--- src/cmfb_pkg.sv ---
// shared types, register indexes and helpers for the clipped mirrored frame blit
package cmfb_pkg;

    localparam int DIM_BITS   = 13;
    localparam int COORD_BITS = 18;
    localparam int MAX_DIM    = 4096;
    localparam int SETTLE     = 4;

    typedef logic signed [COORD_BITS-1:0] coord_t;

    typedef enum logic [2:0] {
        REG_SRC_LEFT   = 3'd0,
        REG_SRC_TOP    = 3'd1,
        REG_SRC_RIGHT  = 3'd2,
        REG_SRC_BOTTOM = 3'd3,
        REG_DEST_LEFT  = 3'd4,
        REG_DEST_TOP   = 3'd5,
        REG_FRAME_DIMS = 3'd6,
        REG_COPY_MODE  = 3'd7
    } reg_index_t;

    localparam logic [2:0] FMT_YUV    = 3'd1;
    localparam logic [2:0] FMT_BAYER1 = 3'd2;
    localparam logic [2:0] FMT_BAYER2 = 3'd3;
    localparam logic [2:0] FMT_BAYER3 = 3'd4;
    localparam logic [2:0] FMT_BAYER4 = 3'd5;
    localparam logic [1:0] PLANE_Y = 2'd0;
    localparam logic [1:0] PLANE_U = 2'd1;
    localparam logic [1:0] PLANE_V = 2'd2;

    typedef struct packed {
        logic [1:0]  plane;
        logic [11:0] pix_x;
        logic [11:0] pix_y;
        logic [7:0]  pixel_value;
    } in_t;

    typedef struct packed {
        logic        write_enable;
        logic [1:0]  dest_plane;
        logic [11:0] dest_x;
        logic [11:0] dest_y;
        logic [7:0]  pixel_out;
        logic [2:0]  new_format;
    } out_t;

    // per-pixel bounds and offsets worked out once from the registers
    typedef struct packed {
        logic       ok;
        logic       yuv;
        logic       mx;
        logic       my;
        logic [2:0] fmt_out;
        coord_t     y_lo;
        coord_t     y_hi;
        coord_t     y_add;
        coord_t     y_sub;
        coord_t     x_lo;
        coord_t     x_hi;
        coord_t     x_add;
        coord_t     x_sub;
        coord_t     c_lo;
        coord_t     c_hi;
        coord_t     c_add;
        coord_t     c_sub;
    } geom_t;

    function automatic coord_t sext14(input logic [13:0] v);
        sext14 = {{(COORD_BITS-14){v[13]}}, v};
    endfunction

    // mirror x swaps phases 1<->2 and 3<->4, mirror y swaps 1<->3 and 2<->4
    function automatic logic [2:0] mirror_fmt(input logic [2:0] fmt, input logic mx,
                                              input logic my);
        logic [2:0] f;
        f = fmt;
        if (fmt inside {[FMT_BAYER1:FMT_BAYER4]})
        begin
            if (mx)
            begin
                case (f)
                    FMT_BAYER1: f = FMT_BAYER2;
                    FMT_BAYER2: f = FMT_BAYER1;
                    FMT_BAYER3: f = FMT_BAYER4;
                    FMT_BAYER4: f = FMT_BAYER3;
                    default:    f = f;
                endcase
            end
            if (my)
            begin
                case (f)
                    FMT_BAYER1: f = FMT_BAYER3;
                    FMT_BAYER2: f = FMT_BAYER4;
                    FMT_BAYER3: f = FMT_BAYER1;
                    FMT_BAYER4: f = FMT_BAYER2;
                    default:    f = f;
                endcase
            end
        end
        mirror_fmt = f;
    endfunction

endpackage

--- src/clipped_mirrored_frame_blit.sv ---
// top level: clipped, mirrored rectangle blit, one source pixel per word
//
//  channel  direction  handshake            payload
//  in       input      in_valid / in_stall  in_data  (cmfb_pkg::in_t)
//  out      output     out_valid/out_stall  out_data (cmfb_pkg::out_t)
//  cfg      input      cfg_valid/cfg_ready  cfg_index, cfg_data
//
// one word per cycle while neither out_stall nor settling holds the input; a result
// passes through the input register, then the result register behind the mapping logic.
// after reset and after every register write the input stalls while the
// four-stage geometry pipeline in cmfb_cfg settles.
// out_stall holds the result register; the input register keeps taking a
// word while a result waits and, settling apart, stalls only when both are full.
module clipped_mirrored_frame_blit #(
    parameter int MAX_DIM = cmfb_pkg::MAX_DIM
) (
    input  logic                             clk,
    input  logic                             rst_n,
    input  logic                             in_valid,
    output logic                             in_stall,
    input  cmfb_pkg::in_t                    in_data,
    output logic                             out_valid,
    input  logic                             out_stall,
    output cmfb_pkg::out_t                   out_data,
    input  logic                             cfg_valid,
    output logic                             cfg_ready,
    input  logic [2:0]                       cfg_index,
    input  logic [4*cmfb_pkg::DIM_BITS-1:0]  cfg_data
);

    cmfb_pkg::geom_t geom;
    cmfb_pkg::in_t   s1_data_reg;
    cmfb_pkg::out_t  out_data_reg, map_res;
    logic            s1_valid_reg, s1_valid_next;
    logic            out_valid_reg, out_valid_next;
    logic            busy, advance, s1_load, accept;

    cmfb_cfg #(
        .MAX_DIM (MAX_DIM)
    ) u_cfg (
        .clk       (clk),
        .rst_n     (rst_n),
        .cfg_valid (cfg_valid),
        .cfg_ready (cfg_ready),
        .cfg_index (cfg_index),
        .cfg_data  (cfg_data),
        .geom      (geom),
        .busy      (busy)
    );

    cmfb_map u_map (
        .geom (geom),
        .pix  (s1_data_reg),
        .res  (map_res)
    );

    assign advance  = !out_valid_reg || !out_stall;
    assign s1_load  = !s1_valid_reg || advance;
    assign in_stall = busy || !s1_load;
    assign accept   = in_valid && !in_stall;

    assign s1_valid_next  = s1_load ? accept : s1_valid_reg;
    assign out_valid_next = advance ? s1_valid_reg : out_valid_reg;

    always_ff @(posedge clk or negedge rst_n)
    begin
        if (!rst_n)
        begin
            s1_valid_reg  <= 1'b0;
            out_valid_reg <= 1'b0;
        end
        else
        begin
            s1_valid_reg  <= s1_valid_next;
            out_valid_reg <= out_valid_next;
        end
    end

    always_ff @(posedge clk)
    begin
        if (accept)
        begin
            s1_data_reg <= in_data;
        end
        if (advance)
        begin
            out_data_reg <= map_res;
        end
    end

    assign out_valid = out_valid_reg;
    assign out_data  = out_data_reg;

endmodule

--- src/cmfb_cfg.sv ---
// configuration registers and the registered pipeline that derives the clip geometry
module cmfb_cfg #(
    parameter int MAX_DIM = cmfb_pkg::MAX_DIM
) (
    input  logic                                 clk,
    input  logic                                 rst_n,
    input  logic                                 cfg_valid,
    output logic                                 cfg_ready,
    input  logic [2:0]                           cfg_index,
    input  logic [4*cmfb_pkg::DIM_BITS-1:0]      cfg_data,
    output cmfb_pkg::geom_t                      geom,
    output logic                                 busy
);

    localparam cmfb_pkg::coord_t MAX_C = cmfb_pkg::coord_t'(MAX_DIM);
    localparam int DB = cmfb_pkg::DIM_BITS;

    typedef struct packed {
        cmfb_pkg::coord_t sx1, sx2, sy1, sy2, dx, dy, sw, sh, dw, dh;
        logic [2:0]       fmt;
        logic             mx, my;
    } stage_a_t;

    typedef struct packed {
        logic             rej;
        cmfb_pkg::coord_t sx1, sx2, sy1, sy2, dx, dy, dw, dh;
        logic [2:0]       fmt;
        logic             mx, my;
    } stage_b_t;

    typedef struct packed {
        logic             ok;
        cmfb_pkg::coord_t sx1, sy1, dx, dy, lw, zh;
        logic [2:0]       fmt_out;
        logic             yuv, mx, my;
    } stage_c_t;

    logic [13:0]       src_left_reg, src_top_reg, src_right_reg, src_bottom_reg;
    logic [13:0]       dest_left_reg, dest_top_reg;
    logic [4*DB-1:0]   frame_dims_reg;
    logic [4:0]        copy_mode_reg;
    logic [2:0]        settle_reg, settle_next;
    stage_a_t          a_reg, a_next;
    stage_b_t          b_reg, b_next;
    stage_c_t          c_reg, c_next;
    cmfb_pkg::geom_t   geom_reg, geom_next;
    logic              cfg_write;

    assign cfg_ready = 1'b1;
    assign cfg_write = cfg_valid & cfg_ready;
    assign busy      = (settle_reg != 3'd0);
    assign geom      = geom_reg;

    function automatic cmfb_pkg::coord_t clamp_dim(input logic [DB-1:0] d);
        cmfb_pkg::coord_t v;
        v = cmfb_pkg::coord_t'({{(cmfb_pkg::COORD_BITS-DB){1'b0}}, d});
        clamp_dim = (v > MAX_C) ? MAX_C : v;
    endfunction

    always_ff @(posedge clk or negedge rst_n)
    begin
        if (!rst_n)
        begin
            src_left_reg   <= '0;
            src_top_reg    <= '0;
            src_right_reg  <= '0;
            src_bottom_reg <= '0;
            dest_left_reg  <= '0;
            dest_top_reg   <= '0;
            frame_dims_reg <= '0;
            copy_mode_reg  <= '0;
            settle_reg     <= 3'(cmfb_pkg::SETTLE);
        end
        else
        begin
            settle_reg <= settle_next;
            if (cfg_write)
            begin
                case (cmfb_pkg::reg_index_t'(cfg_index))
                    cmfb_pkg::REG_SRC_LEFT:   src_left_reg   <= cfg_data[13:0];
                    cmfb_pkg::REG_SRC_TOP:    src_top_reg    <= cfg_data[13:0];
                    cmfb_pkg::REG_SRC_RIGHT:  src_right_reg  <= cfg_data[13:0];
                    cmfb_pkg::REG_SRC_BOTTOM: src_bottom_reg <= cfg_data[13:0];
                    cmfb_pkg::REG_DEST_LEFT:  dest_left_reg  <= cfg_data[13:0];
                    cmfb_pkg::REG_DEST_TOP:   dest_top_reg   <= cfg_data[13:0];
                    cmfb_pkg::REG_FRAME_DIMS: frame_dims_reg <= cfg_data;
                    cmfb_pkg::REG_COPY_MODE:  copy_mode_reg  <= cfg_data[4:0];
                    default:                  copy_mode_reg  <= copy_mode_reg;
                endcase
            end
        end
    end

    // hold off pixels until a register change has reached the geometry stage
    always_comb
    begin
        if (cfg_write)
        begin
            settle_next = 3'(cmfb_pkg::SETTLE);
        end
        else if (settle_reg != 3'd0)
        begin
            settle_next = settle_reg - 3'd1;
        end
        else
        begin
            settle_next = settle_reg;
        end
    end

    // stage a: sign extend, clamp sizes, bayer origin parity shift
    always_comb
    begin
        logic bayer;
        a_next.fmt = copy_mode_reg[4:2];
        a_next.mx  = copy_mode_reg[0];
        a_next.my  = copy_mode_reg[1];
        bayer      = (copy_mode_reg[4:2] inside
                      {[cmfb_pkg::FMT_BAYER1:cmfb_pkg::FMT_BAYER4]});
        a_next.sx1 = cmfb_pkg::sext14(src_left_reg);
        a_next.sy1 = cmfb_pkg::sext14(src_top_reg);
        a_next.sx2 = cmfb_pkg::sext14(src_right_reg);
        a_next.sy2 = cmfb_pkg::sext14(src_bottom_reg);
        a_next.dx  = cmfb_pkg::sext14(dest_left_reg)
                   + cmfb_pkg::coord_t'(bayer && (src_left_reg[0] ^ dest_left_reg[0]));
        a_next.dy  = cmfb_pkg::sext14(dest_top_reg)
                   + cmfb_pkg::coord_t'(bayer && (src_top_reg[0] ^ dest_top_reg[0]));
        a_next.sw  = clamp_dim(frame_dims_reg[DB-1:0]);
        a_next.sh  = clamp_dim(frame_dims_reg[2*DB-1:DB]);
        a_next.dw  = clamp_dim(frame_dims_reg[3*DB-1:2*DB]);
        a_next.dh  = clamp_dim(frame_dims_reg[4*DB-1:3*DB]);
    end

    // stage b: reject test and clipping against both frames
    always_comb
    begin
        cmfb_pkg::coord_t sx1a, dxa, sy1a, dya;
        b_next.fmt = a_reg.fmt;
        b_next.mx  = a_reg.mx;
        b_next.my  = a_reg.my;
        b_next.dw  = a_reg.dw;
        b_next.dh  = a_reg.dh;
        b_next.rej = (a_reg.dx >= a_reg.dw)
                  || (a_reg.dx + (a_reg.sx2 - a_reg.sx1 + 18'sd1) < 0)
                  || (a_reg.dy >= a_reg.dh)
                  || (a_reg.dy + (a_reg.sy2 - a_reg.sy1 + 18'sd1) < 0);
        b_next.sx2 = (a_reg.sx2 > a_reg.sw - 18'sd1) ? a_reg.sw - 18'sd1 : a_reg.sx2;
        b_next.sy2 = (a_reg.sy2 > a_reg.sh - 18'sd1) ? a_reg.sh - 18'sd1 : a_reg.sy2;
        sx1a = (a_reg.dx < 0) ? a_reg.sx1 - a_reg.dx : a_reg.sx1;
        dxa  = (a_reg.dx < 0) ? '0 : a_reg.dx;
        sy1a = (a_reg.dy < 0) ? a_reg.sy1 - a_reg.dy : a_reg.sy1;
        dya  = (a_reg.dy < 0) ? '0 : a_reg.dy;
        b_next.dx  = (sx1a < 0) ? dxa - sx1a : dxa;
        b_next.sx1 = (sx1a < 0) ? '0 : sx1a;
        b_next.dy  = (sy1a < 0) ? dya - sy1a : dya;
        b_next.sy1 = (sy1a < 0) ? '0 : sy1a;
    end

    // stage c: empty zone test, clipped width and height, output format
    always_comb
    begin
        logic             empty;
        cmfb_pkg::coord_t lw0, zh0;
        empty = (b_reg.sx1 > b_reg.sx2) || (b_reg.sy1 > b_reg.sy2);
        lw0   = b_reg.sx2 - b_reg.sx1 + 18'sd1;
        zh0   = b_reg.sy2 - b_reg.sy1 + 18'sd1;
        c_next.lw  = (b_reg.dx + lw0 >= b_reg.dw) ? b_reg.dw - b_reg.dx : lw0;
        c_next.zh  = (b_reg.dy + zh0 >= b_reg.dh) ? b_reg.dh - b_reg.dy : zh0;
        c_next.ok  = !b_reg.rej && !empty;
        c_next.fmt_out = (b_reg.rej || empty) ? b_reg.fmt
                       : cmfb_pkg::mirror_fmt(b_reg.fmt, b_reg.mx, b_reg.my);
        c_next.yuv = (b_reg.fmt == cmfb_pkg::FMT_YUV);
        c_next.mx  = b_reg.mx;
        c_next.my  = b_reg.my;
        c_next.sx1 = b_reg.sx1;
        c_next.sy1 = b_reg.sy1;
        c_next.dx  = b_reg.dx;
        c_next.dy  = b_reg.dy;
    end

    // stage d: bounds and offsets so each pixel needs an add per coordinate and four range compares
    always_comb
    begin
        cmfb_pkg::coord_t half, csx, cdx;
        half = c_reg.lw >>> 1;
        csx  = c_reg.sx1 >>> 1;
        cdx  = c_reg.dx >>> 1;
        geom_next.ok      = c_reg.ok && (c_reg.lw > 0) && (c_reg.zh > 0);
        geom_next.yuv     = c_reg.yuv;
        geom_next.mx      = c_reg.mx;
        geom_next.my      = c_reg.my;
        geom_next.fmt_out = c_reg.fmt_out;
        geom_next.y_lo    = c_reg.sy1;
        geom_next.y_hi    = c_reg.sy1 + c_reg.zh - 18'sd1;
        geom_next.y_add   = c_reg.dy - c_reg.sy1;
        geom_next.y_sub   = c_reg.dy + c_reg.zh - 18'sd1 + c_reg.sy1;
        geom_next.x_lo    = c_reg.sx1;
        geom_next.x_hi    = c_reg.sx1 + c_reg.lw - 18'sd1;
        geom_next.x_add   = c_reg.dx - c_reg.sx1;
        geom_next.x_sub   = c_reg.dx + c_reg.lw - 18'sd1 + c_reg.sx1;
        geom_next.c_lo    = csx;
        geom_next.c_hi    = csx + half - 18'sd1;
        geom_next.c_add   = cdx - csx;
        geom_next.c_sub   = cdx + half - 18'sd1 + csx;
    end

    always_ff @(posedge clk)
    begin
        a_reg    <= a_next;
        b_reg    <= b_next;
        c_reg    <= c_next;
        geom_reg <= geom_next;
    end

endmodule

--- src/cmfb_map.sv ---
// per-pixel destination mapping: row and column range checks and mirroring
module cmfb_map (
    input  cmfb_pkg::geom_t geom,
    input  cmfb_pkg::in_t   pix,
    output cmfb_pkg::out_t  res
);

    localparam int CB = cmfb_pkg::COORD_BITS;

    always_comb
    begin
        logic             luma, chroma, yok, xok, we;
        cmfb_pkg::coord_t j, px, jref, col, row;
        luma   = (pix.plane == cmfb_pkg::PLANE_Y);
        chroma = geom.yuv && ((pix.plane == cmfb_pkg::PLANE_U) ||
                              (pix.plane == cmfb_pkg::PLANE_V));
        px = cmfb_pkg::coord_t'({{(CB-12){1'b0}}, pix.pix_x});
        // chroma row r sits on luma row 2r
        j  = luma ? cmfb_pkg::coord_t'({{(CB-12){1'b0}}, pix.pix_y})
                  : cmfb_pkg::coord_t'({{(CB-13){1'b0}}, pix.pix_y, 1'b0});
        yok  = geom.ok && (j >= geom.y_lo) && (j <= geom.y_hi);
        jref = geom.my ? geom.y_sub - j : geom.y_add + j;
        if (luma)
        begin
            xok = (px >= geom.x_lo) && (px <= geom.x_hi);
            col = geom.mx ? geom.x_sub - px : geom.x_add + px;
            row = jref;
        end
        else
        begin
            xok = (px >= geom.c_lo) && (px <= geom.c_hi);
            col = geom.mx ? geom.c_sub - px : geom.c_add + px;
            row = jref >>> 1;
        end
        we = (luma || chroma) && yok && xok;

        res.new_format   = geom.fmt_out;
        res.write_enable = we;
        res.dest_plane   = we ? pix.plane : 2'd0;
        res.dest_x       = we ? col[11:0] : 12'd0;
        res.dest_y       = we ? row[11:0] : 12'd0;
        res.pixel_out    = we ? pix.pixel_value : 8'd0;
    end

endmodule

--- config.mk ---
export PLATFORM = sky130hd
export DESIGN_NAME = clipped_mirrored_frame_blit
export DESIGN_NICKNAME = d
export VERILOG_FILES = /design/src/cmfb_pkg.sv /design/src/clipped_mirrored_frame_blit.sv /design/src/cmfb_cfg.sv /design/src/cmfb_map.sv
export SDC_FILE = /design/constraint.sdc
export NUM_CORES = 2
export LEC_CHECK = 0
export BUFFER_PORTS_ARGS = -buffer_cell sky130_fd_sc_hd__buf_2
export CAP_MARGIN = 25
export CORE_MARGIN = 5
export CORE_UTILIZATION = 50
export DETAILED_ROUTE_END_ITERATION = 10
export HOLD_SLACK_MARGIN = 0.02
export PLACE_DENSITY = 0.64
export SLEW_MARGIN = 25
export SYNTH_ARGS = -nofsm -noshare
export SYNTH_HDL_FRONTEND = slang
export SYNTH_SLANG_ARGS = --single-unit
--- constraint.sdc ---
create_clock -name clk -period 8.7 [get_ports clk]
set_clock_uncertainty 0.2 [all_clocks]
set_input_delay 0.87 -clock clk [delete_from_list [all_inputs] [get_ports clk]]
set_output_delay 0.87 -clock clk [all_outputs]
set_load 0.02 [all_outputs]
# After elaboration in Yosys (flattened, before gate mapping)
# Index checks and enable logic that the tools add are counted.
# totals
mem_count,0
register_bits,824
romBits,0
ramBits,0
latchBits,0
input_bits,94
# classes
n_eq_ne,18
reduce_logical,44
n_div,0
shifts,0
addsub,47
multipliers,0
order_cmp,30
mux,26
n_bitwise,2
# op_table
op,n
$mux 18,10
$sub 18x18->18,6
$sub 18x2->18 const B,5
$add 12x12->12,6
$add 18x18->18,4
$add 15x32->32,2
$add 32x2->32 const B,2
$lt 32x1->1 const B,2
$ge 18x18->1,3
$gt 13x13->1 const B,4
$mux 12,4
$sub 12x12->12,4
$add 13x13->13,3
$add 18x2->18 const B,2
$ge 15x18->1,2
$gt 14x18->1,2
$gt 18x1->1 const B,2
$gt 18x18->1,2
$le 13x18->1,2
$lt 18x1->1 const B,2
$sub 14x15->16,2
$add 14x2->15,2
$lt 15x1->1 const B,2
$sub 14x14->15,2
28 further kinds,90

# Logic depth before layout (Yosys ltp)
# depth
word_depth,9
ltp_mapped,28
ltp_nobuf,27

# Hierarchy
# Synthesis repeated with hierarchy kept, for this count alone.
# hier_totals
cells_unflattened,4935
area_unflattened_um2,48263.8
# by_module_without_submodules
mod,instances,area_per_inst_um2,cells_per_inst
cmfb_cfg,1,40199.8,4061
cmfb_map,1,5794.3,793
clipped_mirrored_frame_blit,1,2269.7,81

# Worst setup path after synthesis
# Ideal clock, no wire load.
# synth_path
path_type,flip-flop to flip-flop
startpoint,register u_cfg.b_reg[80] (netlist name)
endpoint,register u_cfg.c_reg[20] (netlist name)
t_required_ns,8.379
t_arrival_ns,5.342
synth_period_minus_slack_ns,5.663
path_slack_ns,3.037
n_path_buf,1
stages_incl_launch_ff,26
path_cell_list,dfxtp_1 -> inv_1 -> ha_1 -> ha_1 -> a21oi_1 -> o21ai_2 -> maj3_2 -> maj3_2 -> nand2_1 -> nand2_1 -> a211oi_1 -> nor2_1 -> ha_1 -> a21o_1 -> a221oi_1 -> xnor2_1 -> ha_1 -> a21oi_1 -> nor2b_1 -> o21ai_0 -> o211ai_1 -> a2111oi_0 -> nand2_1 -> o21ai_2 -> buf_4 -> mux2_2
# synth_rtl
item,line_no,rtl
start: declaration,cmfb_cfg.sv:44,"stage_b_t b_reg, b_next;"
start signal: assignment,cmfb_cfg.sv:210,b_reg <= b_next;
end signal: assignment,cmfb_cfg.sv:211,c_reg <= c_next;
end: declaration,cmfb_cfg.sv:45,"stage_c_t c_reg, c_next;"

==> flow_summary.ini <==
[finish]
nNetsFinal = 5609
nFillCells = 7963
areaGrowthSynthToFinish_pct = 11.4
drive_gt1_share_pct = 10.8
largest_reg_flops = 167
register_area_sq_um = 16800
multiInputGateArea_sq_um = 25700
antenna_cells = 0
final_util_pct = 55.9

[setup_path]
crit_fanout = 18
start_kind = register
crit_path_start = u_cfg.b_reg[80]$_DFF_P_
regToRegEndpoint = u_cfg.c_reg[10]$_DFF_P_
path_class = register to register
r2r_slack_ps = 2380
cp.required_ps = 9050
reg2regPathDepth = 24
rr_startpoint = u_cfg.b_reg[80]$_DFF_P_
worstPathArrival_ps = 6670
cp-end-kind = register

[synthesis]
synth_edf_count = 72
ys_seq_area_share_pct = 37.1
ys.flop_type = dfxtp_1
ys_seq_elements = 765
yosysWarnings = 0
yosys-top-cells-count = ha_1 (656), inv_1 (654), dfxtp_1 (547)
syn_area_sq_um = 45100
synth.distinct_cells = 91
synth.avg_cell_area_sq_um = 9.71
yosysTopAreaCell = dfxtp_1
netlist_instances = 4648
async_flop_share_pct = 19.1
yosys-top-cells-area = dfxtp_1 (24%), ha_1 (18%), dfrtp_1 (8.0%)
yosysMostFrequentCell = ha_1
synth_top_area_share_pct = 24.3

[sta]
fin_crit_ps = 6320
fin_hold_ws_ps = 111
period_share_pct = 72.7
rsz0062_at_grt = no
slew_violations = 0
hold_viol = 0
worstMarginPinSlew_ps = 965
slew_headroom_pct = 35.6
tns_ps = 0
max_freq_mhz = 158
setup-violations-final = 0

[placement]
place.gp.congestion = 0.912
port_buffers = 133
hpwl_microns = 86300

[global_routing]
grt_overflow = 0
grt_max_degree = 99
grt_util_all_layers_pct = 22.5
grt_pass1_wl_microns = 171000
grt_pass1_vias = 32134
antenna_found_initial = 4

[clocking]
cts_sinks = 765
htreeDepth = 3
cts_setup_buffers = 0
cts_tree = done
clock_path_buffers = 3
insertion_delay_ps = 670
cts_resized = 0
ctsHoldBuffers = 0
numCtsBuffers = 87
cts.clk_slew.worst_paths_ps = 60
root_buffer = clkbuf_16

[die]
die_x_microns = 310
start_util_pct = 50.2
num_rows = 110
die_y_microns = 310
die_area_sq_um = 96400
io_pins = 135
coreArea_sq_um = 89900

[detailed_routing]
vias = 32141
detail_route.iter0.violations = 1751
via_per_inst = 5.30
antenna_left = 0
wl_per_cell_microns = 17.8
dr.pass1.iters = 8
drt_wl_total_microns = 108000
drc = 0

[run_status]
status = complete, no violations

[worst_hold_path]
hold_path_class = primary input to asynchronous set/reset pin

[job]
drv_cap = 0
## worst max-delay path, cell delays in order, from the launching register on
cell and delay [ps]:
dfxtp_1 340, inv_1 50, ha_1 360, ha_1 320, a21oi_1 160, o21ai_2 90
maj3_2 310, maj3_2 350, nand2_1 70, nand2_1 60, a211oi_1 230, nor2_1 90
ha_1 330, a21o_1 200, a221oi_1 510, xnor2_1 180, ha_1 270, a21oi_1 150
nor2b_1 60, o21ai_0 170, o211ai_1 110, a2111oi_0 420, nand2_1 150, o21ai_4 600
mux2_2 420
## cell type report
type	instances	share of cell area, %
Inverter	656	4.90
Tap cell	1176	2.93
Clock buffer	120	5.01
Multi-Input combinational cell	3153	51.1
Sequential cell	765	33.4
Timing Repair Buffer	147	1.59
Clock inverter	42	1.16
## metrics by stage
stage | area [sq um] | setup slack (ps) | instances
6_report | 50300 | 2380 | 6059
5_1_grt | 50300 | 2100 | 6059
4_1_cts | 50300 | 2380 | 6059
3_5_place_dp | 47200 | 2430 | 5897
3_3_place_gp | 47100 | 2150 | 5894
2_1_floorplan | 45200 | 3040 | 4653
## worst max-delay path by stage
| stage | end | depth (start not counted) |
|---|---|---|
| floorplan | u_cfg.c_reg[20]$_DFF_P_ | 25 |
| global placement | u_cfg.c_reg[12]$_DFF_P_ | 24 |
| detailed placement | u_cfg.c_reg[10]$_DFF_P_ | 24 |
| CTS | u_cfg.c_reg[10]$_DFF_P_ | 24 |
| global route | u_cfg.c_reg[10]$_DFF_P_ | 24 |
| finish | u_cfg.c_reg[10]$_DFF_P_ | 24 |
## placed cells by master, fill, tap and decap left out, types with 38 or more instances in the layout
cell,count
mux2i_1,38
dfrtp_1,145
inv_1,654
a21oi_1,291
xnor2_1,241
nand3_1,57
nand4_1,56
xor2_1,128
nor2b_1,115
a21o_1,134
o21ai_0,169
nor3_1,62
edfxtp_1,72
buf_2,132
fa_1,49
nand2_1,169
nor2_1,292
nand2b_1,57
clkbuf_16,90
mux2_2,168
ha_1,656
o21a_1,40
dfxtp_1,547
## routing by layer
| layer | global-route usage (%) | up-vias | routed length (microns) |
|---|---|---|---|
| met2 | 36.2 | 681 | 47400 |
| met5 | 0 | - | 0 |
| li1 | - | 16231 | - |
| met1 | 31.7 | 15073 | 52100 |
| met4 | 6.59 | 0 | 3030 |
| met3 | 3.22 | 156 | 5500 |
## cell families (layout without fill, tap and decap cells)
kind of cell | Yosys count | after routing | share of synthesized area, %
muxes | 240 | 240 | 6.27
and+or+nand+nor | 954 | 954 | 10.5
adders and majority gates | 708 | 708 | 20.4
AOI/OAI and AO/OA | 874 | 874 | 12.3
buffers and inverters | 735 | 965 | 6.17
other | 2 | 7 | 0.0166
xor gates and xnor gates | 370 | 370 | 7.20
DFF | 765 | 765 | 37.1
Power is not shown: default switching activity piles up to over one toggle a cycle in this logic, so the estimate is an artifact.
